--- src/hw/rtl/length_xor_frame_receiver_defines.svh ---
// Assertion macros for the length/XOR frame receiver.
// Included by files that carry concurrent assertions; no other dependencies.
`ifndef LENGTH_XOR_FRAME_RECEIVER_DEFINES_SVH
`define LENGTH_XOR_FRAME_RECEIVER_DEFINES_SVH

`ifndef ASSERT_OFF
// Checked only while out of reset.
`define LXFR_ASSERT(lbl, clk, rst_n, prop) \
    lbl: assert property (@(posedge clk) disable iff (!(rst_n)) prop) \
        else $error("lxfr assertion failed");
// Checked on every edge, reset included.
`define LXFR_ASSERT_ALWAYS(lbl, clk, prop) \
    lbl: assert property (@(posedge clk) prop) \
        else $error("lxfr assertion failed");
`else
`define LXFR_ASSERT(lbl, clk, rst_n, prop)
`define LXFR_ASSERT_ALWAYS(lbl, clk, prop)
`endif

`endif

--- src/hw/rtl/lxfr_pkg.sv ---
// Shared types and codes for the length/XOR frame receiver.
// No dependencies.
package lxfr_pkg;

    typedef enum logic [2:0] {
        ROLE_DEVICE   = 3'd0,
        ROLE_LEN_HI   = 3'd1,
        ROLE_LEN_LO   = 3'd2,
        ROLE_COMMAND  = 3'd3,
        ROLE_PAYLOAD  = 3'd4,
        ROLE_CHECKSUM = 3'd5
    } t_role;

    typedef enum logic [1:0] {
        ST_OK       = 2'd0,
        ST_LENGTH   = 2'd1,
        ST_CHECKSUM = 2'd2,
        ST_SHORT    = 2'd3
    } t_status;

    localparam int LEN_W   = 16;
    localparam int COUNT_W = LEN_W + 1;
    // Count saturates here; never equal to any declared length.
    localparam logic [COUNT_W-1:0] COUNT_SAT = {1'b1, {LEN_W{1'b0}}};

    typedef struct packed {
        logic [7:0] byte_out;
        t_role      byte_role;
        logic       frame_done;
        t_status    frame_status;
        logic [7:0] device_id;
    } t_result;

endpackage

--- src/hw/rtl/lxfr_in_if.sv ---
// Input channel: one received frame byte per word.
// Depends on nothing.
interface lxfr_in_if;
    logic       valid;
    logic       ready;
    logic [7:0] rx_byte;
    logic       end_of_frame;

    modport source (output valid, output rx_byte, output end_of_frame, input ready);
    modport sink   (input valid, input rx_byte, input end_of_frame, output ready);
endinterface

--- src/hw/rtl/lxfr_out_if.sv ---
// Output channel: echoed byte with role and frame status per word.
// Depends on nothing.
interface lxfr_out_if;
    logic       valid;
    logic       ready;
    logic [7:0] byte_out;
    logic [2:0] byte_role;
    logic       frame_done;
    logic [1:0] frame_status;
    logic [7:0] device_id;

    modport source (output valid, output byte_out, output byte_role, output frame_done,
                    output frame_status, output device_id, input ready);
    modport sink   (input valid, input byte_out, input byte_role, input frame_done,
                    input frame_status, input device_id, output ready);
endinterface

--- src/hw/rtl/lxfr_parser.sv ---
// Frame state tracking: header position, length, payload count and XOR.
// Produces the result word for the current byte; depends on lxfr_pkg.
module lxfr_parser
    import lxfr_pkg::*;
(
    input  logic       i_clk,
    input  logic       i_rst_n,
    input  logic       i_accept,
    input  logic [7:0] i_rx_byte,
    input  logic       i_end_of_frame,
    output t_result    o_result
);

    typedef enum logic [1:0] {
        POS_DEVICE  = 2'd0,
        POS_LEN_HI  = 2'd1,
        POS_LEN_LO  = 2'd2,
        POS_PAYLOAD = 2'd3
    } t_pos;

    t_pos               r_pos,    n_pos;
    logic [LEN_W-1:0]   r_len,    n_len;
    logic [COUNT_W-1:0] r_count,  n_count;
    logic [7:0]         r_xor,    n_xor;
    logic [7:0]         r_device, n_device;

    always_comb begin
        n_pos    = r_pos;
        n_len    = r_len;
        n_count  = r_count;
        n_xor    = r_xor;
        n_device = r_device;

        o_result.byte_out     = i_rx_byte;
        o_result.byte_role    = ROLE_PAYLOAD;
        o_result.frame_done   = 1'b0;
        o_result.frame_status = ST_OK;

        if (i_end_of_frame) begin
            o_result.byte_role  = ROLE_CHECKSUM;
            o_result.frame_done = 1'b1;
            if (r_pos != POS_PAYLOAD) begin
                o_result.frame_status = ST_SHORT;
            end else if (r_count != {1'b0, r_len}) begin
                o_result.frame_status = ST_LENGTH;
            end else if (r_xor != i_rx_byte) begin
                o_result.frame_status = ST_CHECKSUM;
            end
            n_pos   = POS_DEVICE;
            n_len   = '0;
            n_count = '0;
            n_xor   = '0;
        end else begin
            case (r_pos)
                POS_DEVICE: begin
                    o_result.byte_role = ROLE_DEVICE;
                    n_device           = i_rx_byte;
                    n_pos              = POS_LEN_HI;
                end
                POS_LEN_HI: begin
                    o_result.byte_role = ROLE_LEN_HI;
                    n_len              = {i_rx_byte, 8'h00};
                    n_pos              = POS_LEN_LO;
                end
                POS_LEN_LO: begin
                    o_result.byte_role = ROLE_LEN_LO;
                    n_len              = {r_len[LEN_W-1:8], i_rx_byte};
                    n_pos              = POS_PAYLOAD;
                end
                default: begin
                    o_result.byte_role = (r_count == '0) ? ROLE_COMMAND : ROLE_PAYLOAD;
                    n_xor              = r_xor ^ i_rx_byte;
                    if (r_count != COUNT_SAT) begin
                        n_count = r_count + COUNT_W'(1);
                    end
                end
            endcase
        end

        // device_id reflects the state after this byte
        o_result.device_id = n_device;
    end

    always_ff @(posedge i_clk) begin
        if (!i_rst_n) begin
            r_pos    <= POS_DEVICE;
            r_len    <= '0;
            r_count  <= '0;
            r_xor    <= '0;
            r_device <= '0;
        end else if (i_accept) begin
            r_pos    <= n_pos;
            r_len    <= n_len;
            r_count  <= n_count;
            r_xor    <= n_xor;
            r_device <= n_device;
        end
    end

endmodule

--- src/hw/rtl/lxfr_skid.sv ---
// Two-entry output buffer holding result words; decouples input ready
// from output ready. Depends on lxfr_pkg.
module lxfr_skid
    import lxfr_pkg::*;
(
    input  logic    i_clk,
    input  logic    i_rst_n,
    input  logic    i_push,
    output logic    o_push_ready,
    input  t_result i_data,
    output logic    o_valid,
    input  logic    i_ready,
    output t_result o_data
);

    logic    r_main_valid;
    logic    r_skid_valid;
    t_result r_main;
    t_result r_skid;
    logic    w_pop;
    logic    w_push;

    assign o_push_ready = !r_skid_valid;
    assign o_valid      = r_main_valid;
    assign o_data       = r_main;
    assign w_pop        = r_main_valid && i_ready;
    assign w_push       = i_push && !r_skid_valid;

    always_ff @(posedge i_clk) begin
        if (!i_rst_n) begin
            r_main_valid <= 1'b0;
            r_skid_valid <= 1'b0;
        end else if (r_skid_valid) begin
            if (w_pop) begin
                r_main       <= r_skid;
                r_skid_valid <= 1'b0;
            end
        end else if (w_push) begin
            if (!r_main_valid || w_pop) begin
                r_main       <= i_data;
                r_main_valid <= 1'b1;
            end else begin
                r_skid       <= i_data;
                r_skid_valid <= 1'b1;
            end
        end else if (w_pop) begin
            r_main_valid <= 1'b0;
        end
    end

endmodule

--- src/hw/rtl/length_xor_frame_receiver.sv ---
// Length-prefixed frame receiver with XOR checksum, top level.
// Depends on lxfr_pkg, lxfr_in_if, lxfr_out_if, lxfr_parser, lxfr_skid.
//
// Usage: frame bytes enter on i_rx, one byte per word, end_of_frame set on
// the final (checksum) byte. Byte 0 is the device id, bytes 1-2 the
// big-endian payload length, then payload (first byte is the command).
// Every input word yields exactly one word on o_res: the byte echoed with
// its role, and on the final byte frame_done with the status
// (ok, too short, length mismatch, checksum mismatch; first hit wins).
// Payload counts past 65535 saturate and report a length mismatch.
//
// Results are registered in the output buffer before they reach o_res.
// Throughput: one word per cycle while the output buffer has room; the only per-byte loop is the frame
// state register update (count step, XOR, compare).
// Reset (synchronous, i_rst_n low): frame state and captured device go to
// zero, the output buffer empties.
// Stall: a two-entry output buffer holds results; i_rx.ready drops only
// when both entries are full, and it depends on registered state alone.
`include "length_xor_frame_receiver_defines.svh"

module length_xor_frame_receiver
    import lxfr_pkg::*;
(
    input  logic       i_clk,
    input  logic       i_rst_n,
    lxfr_in_if.sink    i_rx,
    lxfr_out_if.source o_res
);

    logic    w_accept;
    logic    w_in_ready;
    t_result w_result;
    t_result w_out;

    assign i_rx.ready = w_in_ready;
    assign w_accept   = i_rx.valid && w_in_ready;

    lxfr_parser u_parser (
        .i_clk          (i_clk),
        .i_rst_n        (i_rst_n),
        .i_accept       (w_accept),
        .i_rx_byte      (i_rx.rx_byte),
        .i_end_of_frame (i_rx.end_of_frame),
        .o_result       (w_result)
    );

    lxfr_skid u_skid (
        .i_clk        (i_clk),
        .i_rst_n      (i_rst_n),
        .i_push       (i_rx.valid),
        .o_push_ready (w_in_ready),
        .i_data       (w_result),
        .o_valid      (o_res.valid),
        .i_ready      (o_res.ready),
        .o_data       (w_out)
    );

    assign o_res.byte_out     = w_out.byte_out;
    assign o_res.byte_role    = w_out.byte_role;
    assign o_res.frame_done   = w_out.frame_done;
    assign o_res.frame_status = w_out.frame_status;
    assign o_res.device_id    = w_out.device_id;

    // buffer can only be full while a word is on offer
    `LXFR_ASSERT(a_full_has_out, i_clk, i_rst_n, !i_rx.ready |-> o_res.valid)
    // status is only nonzero on the final byte
    `LXFR_ASSERT(a_status_only_done, i_clk, i_rst_n,
        (o_res.valid && !o_res.frame_done) |-> (o_res.frame_status == ST_OK))
    // final byte is always tagged as checksum
    `LXFR_ASSERT(a_done_role, i_clk, i_rst_n,
        (o_res.valid && o_res.frame_done) |-> (o_res.byte_role == ROLE_CHECKSUM))
    // nothing left over after reset
    `LXFR_ASSERT_ALWAYS(a_reset_empty, i_clk,
        !i_rst_n |=> (!o_res.valid && i_rx.ready))

endmodule
--- src/flat_wrapper.sv ---
// flat-port wrapper written by rule: the top's interface ports become plain ports
module length_xor_frame_receiver_flat import lxfr_pkg::*;
  (i_clk, i_rst_n, i_rx_valid, i_rx_rx_byte, i_rx_end_of_frame, i_rx_ready, o_res_valid, o_res_byte_out, o_res_byte_role, o_res_frame_done, o_res_frame_status, o_res_device_id, o_res_ready);
  lxfr_in_if i_rx_i ();
  lxfr_out_if o_res_i ();
  input  logic i_clk;
  input  logic i_rst_n;
  input wire logic [$bits(i_rx_i.valid)-1:0] i_rx_valid;
  input wire logic [$bits(i_rx_i.rx_byte)-1:0] i_rx_rx_byte;
  input wire logic [$bits(i_rx_i.end_of_frame)-1:0] i_rx_end_of_frame;
  output wire logic [$bits(i_rx_i.ready)-1:0] i_rx_ready;
  output wire logic [$bits(o_res_i.valid)-1:0] o_res_valid;
  output wire logic [$bits(o_res_i.byte_out)-1:0] o_res_byte_out;
  output wire logic [$bits(o_res_i.byte_role)-1:0] o_res_byte_role;
  output wire logic [$bits(o_res_i.frame_done)-1:0] o_res_frame_done;
  output wire logic [$bits(o_res_i.frame_status)-1:0] o_res_frame_status;
  output wire logic [$bits(o_res_i.device_id)-1:0] o_res_device_id;
  input wire logic [$bits(o_res_i.ready)-1:0] o_res_ready;
  assign i_rx_i.valid = i_rx_valid;
  assign i_rx_i.rx_byte = i_rx_rx_byte;
  assign i_rx_i.end_of_frame = i_rx_end_of_frame;
  assign i_rx_ready = i_rx_i.ready;
  assign o_res_valid = o_res_i.valid;
  assign o_res_byte_out = o_res_i.byte_out;
  assign o_res_byte_role = o_res_i.byte_role;
  assign o_res_frame_done = o_res_i.frame_done;
  assign o_res_frame_status = o_res_i.frame_status;
  assign o_res_device_id = o_res_i.device_id;
  assign o_res_i.ready = o_res_ready;
  length_xor_frame_receiver u_core (.i_clk(i_clk), .i_rst_n(i_rst_n), .i_rx(i_rx_i), .o_res(o_res_i));
endmodule
--- config.mk ---
export PLATFORM = sky130hd
export DESIGN_NAME = length_xor_frame_receiver_flat
export DESIGN_NICKNAME = d
export VERILOG_FILES = /design/src/hw/rtl/lxfr_pkg.sv /design/src/hw/rtl/lxfr_in_if.sv /design/src/hw/rtl/lxfr_out_if.sv /design/src/hw/rtl/lxfr_parser.sv /design/src/hw/rtl/lxfr_skid.sv /design/src/hw/rtl/length_xor_frame_receiver.sv /design/src/flat_wrapper.sv
export VERILOG_INCLUDE_DIRS = /design/src /design/src/hw/rtl
export SDC_FILE = /design/constraint.sdc
export NUM_CORES = 1
export LEC_CHECK = 0
export BUFFER_PORTS_ARGS = -buffer_cell sky130_fd_sc_hd__buf_2
export CAP_MARGIN = 0
export CORE_MARGIN = 2
export CORE_UTILIZATION = 60
export CTS_CLUSTER_SIZE = 14
export DETAILED_ROUTE_END_ITERATION = 10
export GPL_TIMING_DRIVEN = 0
export PLACE_DENSITY = 0.83
export SLEW_MARGIN = 20
export SYNTH_ARGS = -nofsm -noshare
export SYNTH_HDL_FRONTEND = slang
export SYNTH_HIERARCHICAL = 1
export SYNTH_SLANG_ARGS = --single-unit
--- constraint.sdc ---
create_clock -name i_clk -period 2.4 [get_ports i_clk]
set_input_delay 0.24 -clock i_clk [delete_from_list [all_inputs] [get_ports i_clk]]
set_output_delay 0.24 -clock i_clk [all_outputs]
set_load 0.005 [all_outputs]
; ---- Word level (Yosys, flattened, before mapping)
; Cells that the tools add are included.
[classes]
n_addsub = 1
eq_ne = 10
muxes = 29
bitwise = 3
reduce_logical = 23
[ops]
columns = cell, count
row1 = $mux 22, 4
row2 = $mux 17, 3
row3 = $mux 8, 4
row4 = $pmux 16 s2, 1
row5 = $add 17x1->17 const B, 1
row6 = $logic_not 17->1, 1
row7 = $ne 17x16->1, 1
row8 = $ne 17x17->1 const B, 1
row9 = $mux 16, 1
row10 = $reduce_bool 2->1, 5
row11 = $mux 3, 3
row12 = $pmux 3 s3, 1
row13 = $reduce_and 3->1, 3
row14 = $mux 2, 4
row15 = $ne 8x8->1, 1
row16 = $reduce_and 4->1, 2
row17 = $xor 8x8->8, 1
row18 = $mux 1, 7
row19 = $ne 2x2->1 const B, 3
row20 = $pmux 2 s3, 1
row21 = $reduce_and 2->1, 3
row22 = $ne 2x1->1 const B, 2
row23 = $reduce_bool 4->1, 1
row24 = $reduce_bool 3->1, 1
row25 = 8 further kinds, 11
[totals]
regBits = 97
input_bits = 13
out_inout_bits = 24
word_cells = 84

; ---- Longest topological paths before layout
[logic_depth]
word_depth = 8
mapped_depth = 11
mapped_depth_nobuf = 7

; ---- Modules after synthesis
; Netlist, hierarchy kept.
[modules_own_cells]
columns = mod, instances, cells_each, area_each_um2, seq_area_each_um2
row1 = lxfr_parser, 1, 377, 3085.5, 1021.0
row2 = lxfr_skid, 1, 83, 1750.4, 1361.3
row3 = length_xor_frame_receiver, 1, 1, 6.3, 0.0

; ---- Worst setup path before layout
; No wires, ideal clock.
[synth_timing]
path_type = reg2reg
startpoint = reg u_core.u_skid.r_skid_valid
endpoint = reg u_core/u_skid/r_skid[0] (netlist name), enable pin
setup_ns = 0.398
arrival_time_ns = 1.635
t_required_ns = 2.002
setup_slack_ns = 0.368
stages_incl_launch_ff = 5
n_path_buf = 2
period_less_slack_ns = 2.032
path_cell_list = dfxtp_1 -> buf_6 -> buf_12 -> nand3b_4 -> nor3b_2
[synth_via]
elab_chain_cells = 3
word_cells_on_any_way = 4
cone_classes = 1 x bitwise / 3 x reduce/logical
[synth_lines]
columns = element, line
row1 = start: declaration, lxfr_skid.sv:17  ; logic r_skid_valid;
row2 = start signal: assignment, lxfr_skid.sv:32  ; r_skid_valid <= 1'b0;
row3 = start signal: assignment, lxfr_skid.sv:36  ; r_skid_valid <= 1'b0;
row4 = start signal: assignment, lxfr_skid.sv:44  ; r_skid_valid <= 1'b1;
row5 = $logic_not 1->1, lxfr_skid.sv:27  ; assign w_push = i_push && !r_skid_valid;
row6 = $logic_and 1x1->1, lxfr_skid.sv:27
row7 = $reduce_and 4->1 (no source line) *, n/a
row8 = end signal: assignment, lxfr_skid.sv:43  ; r_skid <= i_data;
row9 = end: declaration, lxfr_skid.sv:19  ; t_result r_skid;
; Mark *: on every way between the ends. The rest lies on a longest branch, timed or not.
; A chain may end at the register's enable or synchronous reset.

; ---- Final worst setup path
[layout_timing]
startpoint = reg u_core.u_skid.r_skid_valid
endpoint = reg u_core.u_parser.r_count[15]
[layout_via]
elab_chain_cells = 3
[layout_lines]
columns = element, line
row1 = $logic_not 1->1, lxfr_skid.sv:23  ; assign o_push_ready = !r_skid_valid;
row2 = $logic_and 1x1->1, length_xor_frame_receiver.sv:36  ; assign w_accept = i_rx.valid && w_in_ready;
row3 = net u_core.w_accept, length_xor_frame_receiver.sv:30  ; logic w_accept;
row4 = $reduce_and 3->1 (no source line), n/a
row5 = end signal: assignment, lxfr_parser.sv:94  ; r_count <= n_count;
row6 = end: declaration, lxfr_parser.sv:23  ; logic [COUNT_W-1:0] r_count, n_count;
; The timed path passes the listed nets, and every way through them passes these cells.

==> flow_summary.toml <==
[worst_setup_path]
cp-end-kind = "flip-flop"
arrival_ps = 2510
slowest_stage = "or3_1"
required_ps = 2700
crit_buf_inv = 4
path_cells = "buf_6, buf_12, inv_1, and2_1, buf_4, nand2b_1, nor2_2, nand3_1, or3_1, o21ai_1"
max_stage_delay_ps = 410
cp_max_fo = 10
crit_family = "simple AND/OR/NAND/NOR gates"
path_class = "reg2reg"
setup.worst_path.start_class = "flip-flop"

[pwr]
p_switching_uw = 920
pwr-share-seq_pct = 54.8
combinationalPowerShare_pct = 12.1
power.internal_uw = 2390
irDropWorstVdd_v = 0.000324
pwr-share-clk_pct = 33.1
power_leakage_uw = 0.00195
power_density_nw_per_um2 = 613
switching_share_pct = 27.8

[clock_tree]
clockRootBuffer = "clkbuf_8"
clkLatencyLatePin_ps = 380
ctsHtreeMaxLevel = 3
cts_buffers = 9
clk_path_buf_depth = 2
cts_setup_buffers = 0
numClockSinks = 97
path_clk_slew_ps = 100
tritoncts = "done"

[drt]
num_vias = 3790
vias_per_cell = 6.14
wl_per_cell_microns = 18.6
wl_microns = 11500
drc_errors = 0
dr.pass1.iters = 5
ant_nets = 0
first_iter_violations = 259

[timing]
finalCritPeriodShare_pct = 92.1
max-slew-margin-rel_pct = 50.6
hold_viol_final = 0
fin_hold_ws_ps = 117
drv_slew = 0
period_needed_ps = 2210
finalSetupViolations = 0
fmax_mhz = 453
tightestPinTransition_ps = 740
rsz0062_at_grt = "false"
finClkSkew_ps = 12.8

[global_route]
grt_pass1_wl_microns = 18900
grt_max_degree = 22
antenna_found_initial = 0
grt_pass1_vias = 3724
gr-total-overflow = 0
track_usage_pct = 28.0

[yosys]
syn_nets = 480
synth_area_sq_um = 4840
ys_ff_latch = 97
ys.warnings.count = 6
ys_seq_area_share_pct = 49.2
synth_cell_types = 57
synth_area_per_cell_sq_um = 10.5
ys.flop_type = "dfxtp_1"
synth_edf_count = 44
syn-instance-count = 461
async_flop_share_pct = 0

[die]
start_util_pct = 62.3
core-area_sq_um = 7770
fp.dieW_microns = 93.8
die_h_microns = 93.8
die_area_sq_um = 8810
io_pins = 37
rows = 32

[placement]
place_congestion = 0.965
placed_area_sq_um = 5190
placed_cells = 601
io_buffers = 36
place_hpwl_microns = 8080

[final_layout]
diodes = 0
layout.nets = 529
postLayoutCellArea_sq_um = 5400
drive_gt1_share_pct = 24.3
finalNonFillerCells = 617
area_growth_pct = 11.6

[flow_run]
drv_cap = 0

[status]
outcome = "finished clean"

[min_path]
hold_path.class = "in2reg"
[registers in the layout (all words and copies together) (netlist names)]
register,cells
u_core/u_parser/r_count,17
u_core/u_parser/r_device,8
u_core/u_parser/r_len,16
u_core/u_parser/r_pos,2
u_core/u_parser/r_xor,8
u_core/u_skid/o_data,22
u_core/u_skid/o_valid,1
u_core/u_skid/r_skid,22
u_core/u_skid/r_skid_valid,1
[synthesized netlist by cell type, types with 3 or more instances]
cell type	n	share of area [%]
dfxtp_1	53	22
edfxtp_1	44	27
nand2_1	30	2.3
nor2_1	24	1.9
xnor2_1	23	4.2
mux2_2	22	5.1
o21ai_1	22	2.3
nand3_1	21	2.2
a21oi_1	20	2.1
a21boi_1	15	2.3
buf_4	14	2.2
nor2b_1	14	1.8
clkbuf_1	13	1.0
nand4_1	12	1.6
and2_1	11	1.4
buf_2	11	1.1
o21ai_0	11	1.1
a22oi_1	9	1.4
inv_1	8	0.62
mux2_1	8	1.9
nor3b_1	8	1.2
nor3_1	7	0.72
ha_1	6	1.6
a31oi_1	4	0.52
or3_1	4	0.52
buf_6	3	0.70
inv_2	3	0.23
nor3_2	3	0.62
[layer usage]
metal | wire, microns | part of all wire [%] | GRT usage [%]
met4 | 252 | 2.2 | 11.1
met1 | 4530 | 39 | 35.7
met5 | 0 | 0 | 0
met2 | 5720 | 50 | 47.3
met3 | 967 | 8.4 | 5.06
[cell families (layout without fill, tap and decap cells)]
logic type	after synthesis	in the layout	synth area share, %
simple gates	155	155	19.0
flops	97	97	49.2
compound gates	93	93	12.1
buf+inv	55	109	6.67
mux	31	31	7.18
xor+xnor	24	24	4.34
fa+ha+maj	6	6	1.55
[cell type report]
| cell class | instances | area (sq um) |
|---|---|---|
| Clock buffer | 9 | 124 |
| Fill cell | 617 | 2370 |
| Clock inverter | 7 | 86.3 |
| Timing Repair Buffer | 38 | 206 |
| Sequential cell | 97 | 2380 |
| Inverter | 11 | 41.3 |
| Tap cell | 102 | 128 |
| Multi-Input combinational cell | 309 | 2150 |
| Buffer | 44 | 282 |
[power groups by stage]
stage               clock [uW]  combinational (uW)  sequential [uW]
floorplan                    0                 257             1850
global placement             0                 368             1850
detailed placement           0                 395             1850
CTS                       1110                 397             1810
global route              1170                 438             1820
finish                    1100                 400             1810
[through the flow]
stage                     worst slack (ps)  util, %  power [uW]  setup TNS, ps
after floorplan                        368        -        2110              0
after global placement               -89.9     66.3        2220          -1950
after detailed placement               189     66.8        2250              0
after CTS                              146     69.5        3320              0
after global routing                  49.7     69.5        3430              0
final                                  190     69.5        3310              0
[path summary, 6_finish.rpt]
path	startpoint	endpoint	slack, ps	cells past startpoint
setup / recovery	u_core/u_skid/r_skid_valid$_SDFF_PN0_	u_core/u_parser/r_count[15]$_SDFFE_PN0P_	190	10
hold / removal	o_res_ready	u_core/u_skid/r_skid_valid$_SDFF_PN0_	120	2
setup reg to reg	u_core/u_skid/r_skid_valid$_SDFF_PN0_	u_core/u_parser/r_count[15]$_SDFFE_PN0P_	190	10
hold reg to reg	u_core/u_parser/r_len[3]$_SDFFE_PN0P_	u_core/u_parser/r_len[3]$_SDFFE_PN0P_	480	2
[cells in the final DEF (no fill, tap or decap), types with 9 or more instances in the layout]
cell type and instances:
edfxtp_1 44, a21boi_1 15, and2_1 11, buf_2 47, buf_4 14, clkbuf_1 13, clkbuf_8 9, a22oi_1 9
nand4_1 12, nand3_1 21, xnor2_1 23, nor2_1 23, o21ai_1 22, dfxtp_1 53, o21ai_0 11, mux2_2 22
nand2_1 30, nor2b_1 14, a21oi_1 20
[what timing repair did]
action	CTS	global route
hold buffers	0	0
resized for setup	0	1
endpoints found under the hold margin	0	0
endpoints found under the setup margin	0	2
No activity file was read; power rests on OpenSTA's default activity.
